===== src/hdl/lca_pkg.sv =====
// ----------------------------------------------------------------------------
// lca_pkg
// Shared constants, codes and controller/datapath handshake types for the
// lowest-common-ancestor engine.
// ----------------------------------------------------------------------------
`default_nettype none

package lca_pkg;

  localparam int MAX_NODES   = 1024;
  localparam int LIFT_LEVELS = 10;
  localparam int EDGE_SLOTS  = 2 * (MAX_NODES - 1);

  localparam int NODE_W     = $clog2(MAX_NODES + 1);
  localparam int DEPTH_W    = $clog2(MAX_NODES);
  localparam int SLOT_W     = $clog2(EDGE_SLOTS + 1);
  localparam int LVL_W      = $clog2(LIFT_LEVELS + 1);
  localparam int HEAD_DEPTH = MAX_NODES + 1;
  localparam int QUEUE_AW   = $clog2(MAX_NODES);
  localparam int QUEUE_W    = DEPTH_W + NODE_W;
  localparam int ANC_AW     = LVL_W + NODE_W;
  localparam int ANC_DEPTH  = LIFT_LEVELS * (2 ** NODE_W);

  localparam int DATA_W  = 32;
  localparam int ADDR_W  = 3;
  localparam int REG_NODE_COUNT = 0;

  typedef enum logic [1:0] {
    CMD_CLEAR = 2'd0,
    CMD_ADD   = 2'd1,
    CMD_BUILD = 2'd2,
    CMD_QUERY = 2'd3
  } cmd_t;

  typedef enum logic [1:0] {
    STS_OK        = 2'd0,
    STS_BAD_ID    = 2'd1,
    STS_FULL      = 2'd2,
    STS_NOT_BUILT = 2'd3
  } sts_t;

  typedef enum logic [5:0] {
    ST_INIT, ST_IDLE, ST_DECODE, ST_CLR,
    ST_ADD_RA, ST_ADD_WA, ST_ADD_RB, ST_ADD_WB,
    ST_BCLR, ST_BINIT, ST_BDQ, ST_BDQ_W, ST_BHEAD, ST_BLINK, ST_BLINK_W, ST_BSEEN,
    ST_FINIT, ST_FRD1, ST_FRD2, ST_FWR,
    ST_QDA, ST_QDB, ST_QSW, ST_QLIFT, ST_QLIFT_W, ST_QCMP,
    ST_QUP, ST_QUP_U, ST_QUP_V, ST_QTOP, ST_QTOP_W,
    ST_FIN
  } state_t;

  typedef enum logic [5:0] {
    OP_NONE, OP_ACCEPT, OP_DECODE, OP_HCLR,
    OP_ADD_RA, OP_ADD_WA, OP_ADD_RB, OP_ADD_WB,
    OP_BCLR, OP_BINIT, OP_BDQ, OP_BDQ_W, OP_BHEAD, OP_BLINK, OP_BLINK_W, OP_BSEEN,
    OP_FINIT, OP_FRD1, OP_FRD2, OP_FWR,
    OP_QDA, OP_QDB, OP_QSW, OP_QLIFT, OP_QLIFT_W, OP_QCMP,
    OP_QUP, OP_QUP_U, OP_QUP_V, OP_QTOP, OP_QTOP_W,
    OP_EMIT
  } dp_op_t;

  typedef struct packed {
    dp_op_t op;
  } lca_ctl_t;

  typedef struct packed {
    logic in_fire;
    cmd_t cmd_code;
    logic decode_ok;
    logic sweep_last;
    logic queue_empty;
    logic link_end;
    logic lift_done;
    logic diff_bit;
    logic same_node;
    logic level_zero;
    logic fill_last;
    logic out_free;
  } lca_stat_t;

endpackage

`default_nettype wire


===== src/hdl/lca_ctrl.sv =====
// ----------------------------------------------------------------------------
// lca_ctrl
// Sequencer: steps the datapath through clear, add, build and query.
// ----------------------------------------------------------------------------
`default_nettype none

module lca_ctrl (
  input  wire logic               clk,
  input  wire logic               rst,
  input  wire lca_pkg::lca_stat_t stat,
  output lca_pkg::lca_ctl_t       ctl
);
  import lca_pkg::*;

  state_t state, state_next;

  always_ff @(posedge clk) begin
    if (rst) begin
      state <= ST_INIT;
    end else begin
      state <= state_next;
    end
  end

  always_comb begin
    state_next = state;
    case (state)
      ST_INIT:    if (stat.sweep_last) state_next = ST_IDLE;
      ST_IDLE:    if (stat.in_fire) state_next = ST_DECODE;
      ST_DECODE: begin
        case (stat.cmd_code)
          CMD_CLEAR: state_next = ST_CLR;
          CMD_ADD:   state_next = stat.decode_ok ? ST_ADD_RA : ST_FIN;
          CMD_BUILD: state_next = ST_BCLR;
          CMD_QUERY: state_next = stat.decode_ok ? ST_QDA : ST_FIN;
          default:   state_next = ST_FIN;
        endcase
      end
      ST_CLR:     if (stat.sweep_last) state_next = ST_FIN;
      ST_ADD_RA:  state_next = ST_ADD_WA;
      ST_ADD_WA:  state_next = ST_ADD_RB;
      ST_ADD_RB:  state_next = ST_ADD_WB;
      ST_ADD_WB:  state_next = ST_FIN;
      ST_BCLR:    if (stat.sweep_last) state_next = ST_BINIT;
      ST_BINIT:   state_next = ST_BDQ;
      ST_BDQ:     state_next = stat.queue_empty ? ST_FINIT : ST_BDQ_W;
      ST_BDQ_W:   state_next = ST_BHEAD;
      ST_BHEAD:   state_next = ST_BLINK;
      ST_BLINK:   state_next = stat.link_end ? ST_BDQ : ST_BLINK_W;
      ST_BLINK_W: state_next = ST_BSEEN;
      ST_BSEEN:   state_next = ST_BLINK;
      ST_FINIT:   state_next = ST_FRD1;
      ST_FRD1:    state_next = ST_FRD2;
      ST_FRD2:    state_next = ST_FWR;
      ST_FWR:     state_next = stat.fill_last ? ST_FIN : ST_FRD1;
      ST_QDA:     state_next = ST_QDB;
      ST_QDB:     state_next = ST_QSW;
      ST_QSW:     state_next = ST_QLIFT;
      ST_QLIFT: begin
        if (stat.lift_done) state_next = ST_QCMP;
        else if (stat.diff_bit) state_next = ST_QLIFT_W;
      end
      ST_QLIFT_W: state_next = ST_QLIFT;
      ST_QCMP:    state_next = stat.same_node ? ST_FIN : ST_QUP;
      ST_QUP:     state_next = ST_QUP_U;
      ST_QUP_U:   state_next = ST_QUP_V;
      ST_QUP_V:   state_next = stat.level_zero ? ST_QTOP : ST_QUP;
      ST_QTOP:    state_next = ST_QTOP_W;
      ST_QTOP_W:  state_next = ST_FIN;
      ST_FIN:     if (stat.out_free) state_next = ST_IDLE;
      default:    state_next = ST_INIT;
    endcase
  end

  always_comb begin
    case (state)
      ST_INIT:    ctl.op = OP_HCLR;
      ST_IDLE:    ctl.op = OP_ACCEPT;
      ST_DECODE:  ctl.op = OP_DECODE;
      ST_CLR:     ctl.op = OP_HCLR;
      ST_ADD_RA:  ctl.op = OP_ADD_RA;
      ST_ADD_WA:  ctl.op = OP_ADD_WA;
      ST_ADD_RB:  ctl.op = OP_ADD_RB;
      ST_ADD_WB:  ctl.op = OP_ADD_WB;
      ST_BCLR:    ctl.op = OP_BCLR;
      ST_BINIT:   ctl.op = OP_BINIT;
      ST_BDQ:     ctl.op = OP_BDQ;
      ST_BDQ_W:   ctl.op = OP_BDQ_W;
      ST_BHEAD:   ctl.op = OP_BHEAD;
      ST_BLINK:   ctl.op = OP_BLINK;
      ST_BLINK_W: ctl.op = OP_BLINK_W;
      ST_BSEEN:   ctl.op = OP_BSEEN;
      ST_FINIT:   ctl.op = OP_FINIT;
      ST_FRD1:    ctl.op = OP_FRD1;
      ST_FRD2:    ctl.op = OP_FRD2;
      ST_FWR:     ctl.op = OP_FWR;
      ST_QDA:     ctl.op = OP_QDA;
      ST_QDB:     ctl.op = OP_QDB;
      ST_QSW:     ctl.op = OP_QSW;
      ST_QLIFT:   ctl.op = OP_QLIFT;
      ST_QLIFT_W: ctl.op = OP_QLIFT_W;
      ST_QCMP:    ctl.op = OP_QCMP;
      ST_QUP:     ctl.op = OP_QUP;
      ST_QUP_U:   ctl.op = OP_QUP_U;
      ST_QUP_V:   ctl.op = OP_QUP_V;
      ST_QTOP:    ctl.op = OP_QTOP;
      ST_QTOP_W:  ctl.op = OP_QTOP_W;
      ST_FIN:     ctl.op = OP_EMIT;
      default:    ctl.op = OP_NONE;
    endcase
  end

endmodule

`default_nettype wire


===== config.mk =====
export PLATFORM = sky130hd
export DESIGN_NAME = lca_ctrl
export DESIGN_NICKNAME = d
export VERILOG_FILES = /design/src/hdl/lca_pkg.sv /design/src/hdl/lca_ctrl.sv
export SDC_FILE = /design/constraint.sdc
export NUM_CORES = 1
export LEC_CHECK = 0
export ABC_CLOCK_PERIOD_IN_PS = 2000
export BUFFER_PORTS_ARGS = -buffer_cell sky130_fd_sc_hd__buf_2
export CORE_ASPECT_RATIO = 1.1
export CORE_UTILIZATION = 54
export DETAILED_ROUTE_END_ITERATION = 8
export HOLD_SLACK_MARGIN = 0.15
export PLACE_DENSITY = 0.84
export SLEW_MARGIN = 20
export SYNTH_ARGS = -nofsm -noshare
export SYNTH_HDL_FRONTEND = slang
export SYNTH_SLANG_ARGS = --single-unit

===== constraint.sdc =====
create_clock -name clk -period 2 [get_ports clk]
set_input_delay 0.2 -clock clk [delete_from_list [all_inputs] [get_ports clk]]
set_output_delay 0.2 -clock clk [all_outputs]
set_load 0.02 [all_outputs]

; Word-level counts from Yosys, hierarchy flattened
; Memories as Yosys holds them, arrays and structs flattened. A register that Yosys moved wholly into a read port is not among the register bits.
; Index checks and enable logic that the tools add are counted.
[totals]
mem_bits_ro = 160
mem_count = 1
elab_cells = 67
register_bits = 6
out_inout_bits = 6
[op_classes]
n_eq_ne = 40
reduce_logical = 6
muxes = 19
[mem_list]
columns = memory, words, word_bits, read_ports, rd_clocked_by_memory_dff, write_ports, line_no
row1 = (name not given), 32, 5, 1, 1, 0, lca_ctrl.sv:76  ; case (state)
[ops]
columns = cell, count
row1 = one-hot mux 6 bit (29 select lines), 1
row2 = "== test 6 x 5 -> 1 bit, second input constant", 16
row3 = "== test 6 x 4 -> 1 bit, second input constant", 8
row4 = two-way mux 6 bit, 8
row5 = "== test 6 x 3 -> 1 bit, second input constant", 4
row6 = one-hot mux 6 bit (4 select lines), 1
row7 = two-way mux 5 bit, 4
row8 = "== test 6 x 2 -> 1 bit, second input constant", 2
row9 = "!= test 2 bit, second input constant", 5
row10 = two-way mux 3 bit, 3
row11 = two-way mux 4 bit, 2
row12 = "== test 6 x 1 -> 1 bit, second input constant", 1
row13 = logical NOT 6 bit, 1
row14 = AND reduction 6 bit, 1
row15 = OR reduction 2 bit, 3
row16 = "== test 2 bit, second input constant", 2
row17 = "!= test 3 bit, second input constant", 1
row18 = "== test 2 x 1 -> 1 bit, second input constant", 1
row19 = logical NOT 2 bit, 1

; Longest topological paths before layout
; Gate-level depths: netlist (run 1).
[logic_depth]
depth_word = 5
mapped_depth = 8

; Worst setup path before layout (run 1)
; OpenSTA, ideal clock, no wires.
[synth_path]
path_type = reg-to-reg
startpoint = reg state[2]
endpoint = reg ctl[0] (netlist name)
arrival_ns = 1.573
slack_ns = 0.305
path_stages_with_launch = 8
path_buffers = 1
t_required_ns = 1.878
synth_period_minus_slack_ns = 1.695
path_cell_list = dfxtp_1 buf_6 nor4b_2 nand2_1 o32a_1 a311oi_2 or3_1 o21bai_1
[synth_lines]
columns = element, line_no
row1 = from (decl), lca_ctrl.sv:15  ; state_t state, state_next;
row2 = from (signal assigned), lca_ctrl.sv:21  ; state <= state_next;

==> results of run 1 <==
registers in the layout (all words and copies together), names as in the netlist:
| signal | count |
|---|---|
| state | 5 |
| ctl | 5 |
routing by layer:
metal | part of all wire (%) | wire [microns]
met1 | 43 | 1288
met4 | 2.1 | 63
met2 | 48 | 1454
met5 | 0 | 0
met3 | 6.9 | 207
area by class of cell:
type | instances | area share [%]
sequential | 10 | 16.40
tap | 27 | 2.652
multi-input combinational | 102 | 61.00
timing repair buffer | 33 | 16.70
inverter | 5 | 1.473
clock buffer | 3 | 1.768
logic make-up (layout without fill, tap and decap cells):
kind of cell    count (synthesis)  after routing  synth area share, %
other cells                     1              1               0.3530
buf+inv                        19             41                11.90
simple gates                   56             56                34.04
compound gates                 44             44                34.04
xor+xnor                        1              1               0.8247
flops                          10             10                18.85
synth_stat cells, types with 3 or more instances:
master                      n
sky130_fd_sc_hd__a31oi_1    3
sky130_fd_sc_hd__and2_1     3
sky130_fd_sc_hd__inv_1      5
sky130_fd_sc_hd__dfxtp_1   10
sky130_fd_sc_hd__o21bai_1   3
sky130_fd_sc_hd__nand3b_1   3
sky130_fd_sc_hd__nand2_1    8
sky130_fd_sc_hd__o21ai_0    3
sky130_fd_sc_hd__nand2b_1   7
sky130_fd_sc_hd__a21oi_1    3
sky130_fd_sc_hd__o21ai_1    3
sky130_fd_sc_hd__nor4b_2    3
sky130_fd_sc_hd__a32oi_1    3
sky130_fd_sc_hd__nor2_1    10
sky130_fd_sc_hd__buf_2      5
sky130_fd_sc_hd__a311oi_1   3
sky130_fd_sc_hd__buf_4      3
sky130_fd_sc_hd__nor2b_1    5
sky130_fd_sc_hd__a211oi_1   3
sky130_fd_sc_hd__buf_6      5
per-stage QoR:
stage,utilization [%],cells,hold WS [ns]
after floorplan,-,131,0.4615
after global placement,65.52,176,0.4849
after detailed placement,65.52,176,0.4852
after CTS,66.90,179,0.2149
after global routing,69.92,180,0.2357
final,69.92,180,0.2449
path summary, 6_finish.rpt:
check | start | endpoint | slack, ns | depth (start not counted)
min reg2reg | state[3]$_SDFFE_PP0N_ | state[4]$_SDFFE_PP0N_ | 0.80 | 2
max reg2reg | state[3]$_SDFFE_PP0N_ | ctl[0]$_DFF_P_ | 0.06 | 7
min | rst | ctl[2]$_DFF_P_ | 0.24 | 2
max | state[3]$_SDFFE_PP0N_ | ctl[0]$_DFF_P_ | 0.06 | 7
report_power, final:
group          leakage, nW  internal (mW)  switching, mW
clock network       0.0138         0.0696         0.0681
logic                0.380          0.568          0.671
registers           0.0843          0.292          0.116
total                0.478          0.930          0.856
what timing repair did:
| item | 4_1_cts | 5_1_grt |
|---|---|---|
| setup endpoints to repair | 2 | 2 |
| resized for setup | 2 | 12 |
| setup buffers | 0 | 1 |
worst max-delay path: stages, from the launching register on:
cell	delay [ns]
sky130_fd_sc_hd__dfxtp_2	0.37
sky130_fd_sc_hd__buf_4	0.19
sky130_fd_sc_hd__and4bb_2	0.24
sky130_fd_sc_hd__a211oi_2	0.19
sky130_fd_sc_hd__o221a_2	0.26
sky130_fd_sc_hd__a311oi_2	0.10
sky130_fd_sc_hd__or3_1	0.39
sky130_fd_sc_hd__o21bai_1	0.13
==> flow_summary.rst, run 1 <==
.. list-table::
   :header-rows: 1

   * - Metric
     - Value
   * - Number of buffers inserted for hold repair after clock tree synthesis
     - 0
   * - Initial standard-cell utilization of the core
     - 58.31%
   * - Total area of sequential cells
     - 209.0 sq um
   * - Total power after layout
     - 1.785 mW
   * - Number of nets in the layout
     - 170
   * - Number of distinct library cells after synthesis
     - 53
   * - Final hold violations
     - 0
   * - CP Launch Type
     - flop
   * - Total gr overflow
     - 0
   * - Detailed-route wire length per cell
     - 16.74 microns
   * - Worst slack at placement
     - -0.05603 ns
   * - Maximum frequency from static timing analysis
     - 515.6 MHz
   * - Clock Skew
     - 0.005508 ns
   * - Synthesized netlist cell count
     - 131
   * - Via count
     - 1151
   * - Count of yosys warnings during synthesis
     - 0
   * - Design Area, Final
     - 1274 sq um
   * - PwrDens
     - 1402 nW/um^2
   * - Setup violators final
     - 0
   * - Synthesized flop and latch total
     - 10
   * - Drt via density
     - 6.394
   * - Number of nets with antenna violations after routing
     - 0
   * - Highest-count cells in the layout ignoring fill and taps
     - sky130_fd_sc_hd__buf_2 (19), sky130_fd_sc_hd__buf_4 (13), sky130_fd_sc_hd__nor2_1 (10)
   * - TritonCTS clock tree
     - built
   * - Area inside the core boundary
     - 1822 sq um
   * - Number of enable-type register cells in the synthesized netlist
     - 0
   * - Io pins
     - 21
   * - Required time worst endpoint
     - 2.20 ns
   * - Number of fill cells in the layout
     - 144
   * - Sequential-to-total area share from yosys stat
     - 18.85%
   * - Share of post-route cells with drive strength above 1
     - 37.91%
   * - Minimum period implied by the final worst setup slack
     - 1.939 ns
   * - Arrival time at the worst endpoint
     - 2.14 ns
   * - Ys flop type
     - sky130_fd_sc_hd__dfxtp_1
   * - Worst min-delay path category
     - in2reg
   * - Global-route met3 utilization
     - 7.090%
   * - Clk Latency, worst-skew pair
     - 0.27 ns
   * - Top Usage Layer GRT
     - met2
   * - Post-route setup slack
     - 0.06056 ns
   * - Final HPWL DP
     - 2.032 mm
   * - Number of antenna violations at the first check in global routing
     - 0
   * - Root buffer cell
     - sky130_fd_sc_hd__clkbuf_4
   * - Input/output buffers
     - 19
   * - M2 GR Usage
     - 39.46%
   * - Dominant cells by area after synthesis
     - sky130_fd_sc_hd__dfxtp_1 (19%), sky130_fd_sc_hd__buf_6 (5.3%), sky130_fd_sc_hd__nor4b_2 (4.2%)
   * - Critical path type
     - reg2reg
   * - Crit path max fanout
     - 9
   * - Number of violations of the max-capacitance limit
     - 0
   * - Die Span X
     - 44.29 microns
   * - Placed standard-cell area
     - 1194 sq um
   * - Iteration-0 DRC count of the detailed router
     - 56
   * - Static Leak
     - 0.4781 nW
   * - Die Area
     - 2149 sq um
   * - Clk sinks
     - 10
   * - Multi-input logic area
     - 777.0 sq um
   * - DRC violations left
     - 0
   * - Status
     - complete, no violations
   * - TritonCTS Buffers
     - 3
   * - Layout Area Growth over Synthesis
     - 19.91%
   * - Row count
     - 16
   * - Overall die height
     - 48.52 microns
   * - Global-route wire length before repair
     - 4.588 mm
   * - Placer congestion estimate
     - 0.8725
   * - Final Max Tran Viols
     - 0
   * - Total global routing track utilization
     - 27.52%
   * - Net count after synthesis
     - 146
   * - Area fraction of the dominant cell type after synthesis
     - 18.85%
   * - Leading cell type in the layout, fill and taps excluded
     - sky130_fd_sc_hd__buf_2
   * - Post-synth top area cell
     - sky130_fd_sc_hd__dfxtp_1
   * - Drt total wl
     - 3.014 mm
   * - Met1 track demand over resource in global routing
     - 38.89%
   * - Worst-path clk slew
     - 0.06 ns
   * - FFs w/ async S/R, synth
     - 0%
   * - Number of buffers on the longest clock path
     - 2
   * - Number of H-tree levels
     - 1
   * - Maximum number of pins on one net before global-route repair
     - 34
   * - Worst IR drop on VDD
     - 0.8562 mV
   * - Inserted Diodes
     - 0
   * - Post-Route Setup TNS
     - 0 ns
   * - Via count of the first global-routing pass
     - 1010
   * - Sort of element at the end of the critical path
     - flop
   * - Average cell area after synthesis
     - 8.109 sq um
   * - Count of TritonRoute iterations in the first routing pass
     - 4
   * - Final Cycle Share
     - 96.97%
   * - Synthesized cell area
     - 1062 sq um
Note: power is estimated with default switching activity, not from simulation.
==> run 2: changes to the inputs <==
PLACE_DENSITY = unset   (was 0.84)
PLACE_DENSITY_LB_ADDON = 0.25   (was unset)
==> flow_summary.rst, run 2 (same netlist as run 1, synthesis figures left out) <==
.. list-table::
   :header-rows: 1

   * - Metric
     - Value
   * - Status
     - complete, no violations
   * - Overall die height
     - 48.52 microns (unchanged)
   * - Root buffer cell
     - sky130_fd_sc_hd__clkbuf_4
   * - Proportion of power drawn by the clock network
     - 7.6% (about the same)
   * - Delay of the slowest cell on the worst path
     - 0.40 ns (about the same)
   * - Number of nets in the layout
     - 170 (unchanged)
   * - TritonCTS Buffers
     - 3 (unchanged)
   * - CP Launch Type
     - flop
   * - Number of violations of the max-capacitance limit
     - 0 (unchanged)
   * - Number of buffers on the longest clock path
     - 2 (unchanged)
   * - Clock Skew
     - 0.002481 ns (-0.003027 ns)
   * - Maximum number of pins on one net before global-route repair
     - 34 (unchanged)
   * - Via count of the first global-routing pass
     - 1011 (+0.099%)
   * - Die Span X
     - 44.29 microns (unchanged)
   * - Highest-count cells in the layout ignoring fill and taps
     - sky130_fd_sc_hd__buf_2 (19), sky130_fd_sc_hd__buf_4 (12), sky130_fd_sc_hd__nor2_1 (10)
   * - Setup violators final
     - 0 (unchanged)
   * - Placer congestion estimate
     - 0.8604 (-1.4%)
   * - Required time worst endpoint
     - 2.20 ns (about the same)
   * - Worst-path clk slew
     - 0.06 ns (about the same)
   * - Input/output buffers
     - 19 (unchanged)
   * - Clk sinks
     - 10 (unchanged)
   * - Sort of element at the end of the critical path
     - flop
   * - Count of TritonRoute iterations in the first routing pass
     - 5 (+1)
   * - Clk Latency, worst-skew pair
     - 0.27 ns (about the same)
   * - Iteration-0 DRC count of the detailed router
     - 56 (unchanged)
   * - CP max-delay cell
     - sky130_fd_sc_hd__or3_1
   * - Leading cell type in the layout, fill and taps excluded
     - sky130_fd_sc_hd__buf_2
   * - Final Cycle Share
     - 96.92% (about the same)
   * - TritonCTS clock tree
     - built
   * - Relative contribution of combinational cells to total power
     - 69.8% (+0.4 points)
   * - Fin util
     - 71.22% (+1.3 points)
   * - Dominant delay contributor by cell family on the critical path
     - compound AO/OA/AOI/OAI gates
   * - Row count
     - 16 (unchanged)
   * - Final hold violations
     - 0 (unchanged)
   * - Crit path max fanout
     - 17 (+8)
   * - Worst min-delay path category
     - in2reg
   * - Minimum period implied by the final worst setup slack
     - 1.938 ns (-0.0009510 ns)
   * - Worst hold slack across all endpoints
     - 0.2036 ns (-0.04123 ns)
   * - Detailed-route wire length per cell
     - 15.91 microns (-5.0%)
   * - Area inside the core boundary
     - 1822 sq um (unchanged)
   * - Post-Route Setup TNS
     - 0 ns (unchanged)
   * - Drt via density
     - 6.433 (+0.61%)
   * - Global-route wire length before repair
     - 4.436 mm (-3.3%)
   * - Share of post-route cells with drive strength above 1
     - 36.60% (-1.3 points)
   * - Io pins
     - 21 (unchanged)
   * - Number of nets with antenna violations after routing
     - 0 (unchanged)
   * - Total global routing track utilization
     - 27.29% (-0.22 points)
   * - Critical path type
     - reg2reg
   * - Die Area
     - 2149 sq um (unchanged)
   * - Drt total wl
     - 2.864 mm (-5.0%)
   * - Final Max Tran Viols
     - 0 (unchanged)
   * - Layout Area Growth over Synthesis
     - 22.14%
   * - Final HPWL DP
     - 1.987 mm (-2.2%)
   * - Initial standard-cell utilization of the core
     - 58.31% (unchanged)
   * - Worst IR drop on VDD
     - 1.011 mV (+18%)
   * - Static Leak
     - 0.4892 nW (+2.3%)
   * - Net switching power
     - 0.8505 mW (-0.59%)
   * - PwrDens
     - 1412 nW/um^2 (+0.70%)
   * - Total gr overflow
     - 0 (unchanged)
   * - Via count
     - 1158 (+0.61%)
   * - Number of H-tree levels
     - 1 (unchanged)
   * - Arrival time at the worst endpoint
     - 2.14 ns (about the same)
   * - Cell internal pwr
     - 0.9809 mW (+5.5%)
   * - Register-to-register setup slack
     - 0.06 ns (about the same)
   * - Fraction of power spent switching nets
     - 46.44% (-1.5 points)
   * - Number of buffers inserted for hold repair after clock tree synthesis
     - 0 (unchanged)
   * - Share of total power in sequential cells
     - 22.7% (about the same)
   * - Inserted Diodes
     - 0 (unchanged)
   * - Series of cell instances along the critical path
     - buf_12, nand2_1, buf_4, o21ai_1, a211oi_2, a311oi_2, or3_1, o21bai_1
   * - Maximum frequency from static timing analysis
     - 515.9 MHz (about the same)
   * - Number of antenna violations at the first check in global routing
     - 0 (unchanged)
   * - Count of buffering cells on the critical path with inverters included
     - 2 (+1)
   * - DRC violations left
     - 0 (unchanged)
-- run 2: path summary, 6_finish.rpt --
path | startpoint | endpoint | cells past startpoint
worst max-delay path | state[0]$_SDFFE_PP0N_ | ctl[0]$_DFF_P_ | 8
worst max register to register | state[0]$_SDFFE_PP0N_ | ctl[0]$_DFF_P_ | 8
worst min register to register | state[3]$_SDFFE_PP0N_ | state[3]$_SDFFE_PP0N_ | 3
worst min-delay path | rst | state[2]$_SDFFE_PP0N_ | 2
-- run 2: power groups by stage --
stage / logic [mW] / clock network [mW] / registers, mW
6_report: 1.28 / 0.139 / 0.415
3_3_place_gp: 1.09 / 0 / 0.382
4_1_cts: 1.13 / 0.134 / 0.383
5_1_grt: 1.37 / 0.150 / 0.431
2_1_floorplan: 0.878 / 0 / 0.373
3_5_place_dp: 1.13 / 0 / 0.383
-- run 2: per-stage QoR --
stage	instances	cell area (sq um)	worst slack [ns]	total power [mW]
6_report	180	1297	0.06151	1.831
5_1_grt	180	1297	-0.03499	1.955
4_1_cts	178	1211	0.01275	1.647
3_5_place_dp	175	1186	-0.1225	1.510
3_3_place_gp	175	1186	-0.05813	1.471
2_1_floorplan	131	1062	0.3047	1.251
-- run 2: final cells by class --
cell class,count,area (sq um)
Clock buffer,3,22.52
Multi-Input combinational cell,102,779.5
Fill cell,150,524.3
Timing Repair Buffer,33,230.2
Inverter,5,18.77
Tap cell,27,33.78
Sequential cell,10,212.7
-- run 2: what timing repair did --
item                                    in CTS  in global routing
pin swaps                                    0                  1
setup buffers                                0                  1
gates cloned                                 0                  1
resized for setup                            2                 12
endpoints found under the hold margin        0                  0
endpoints found under the setup margin       2                  2
-- run 2: metal layers --
layer | share of wire, % | up-vias | GRT usage [%]
met5 | 0 | - | 0
li1 | - | 554 | -
met3 | 6.8 | 7 | 5.597
met1 | 41 | 539 | 35.19
met4 | 1.6 | 0 | 6.061
met2 | 51 | 58 | 45.83
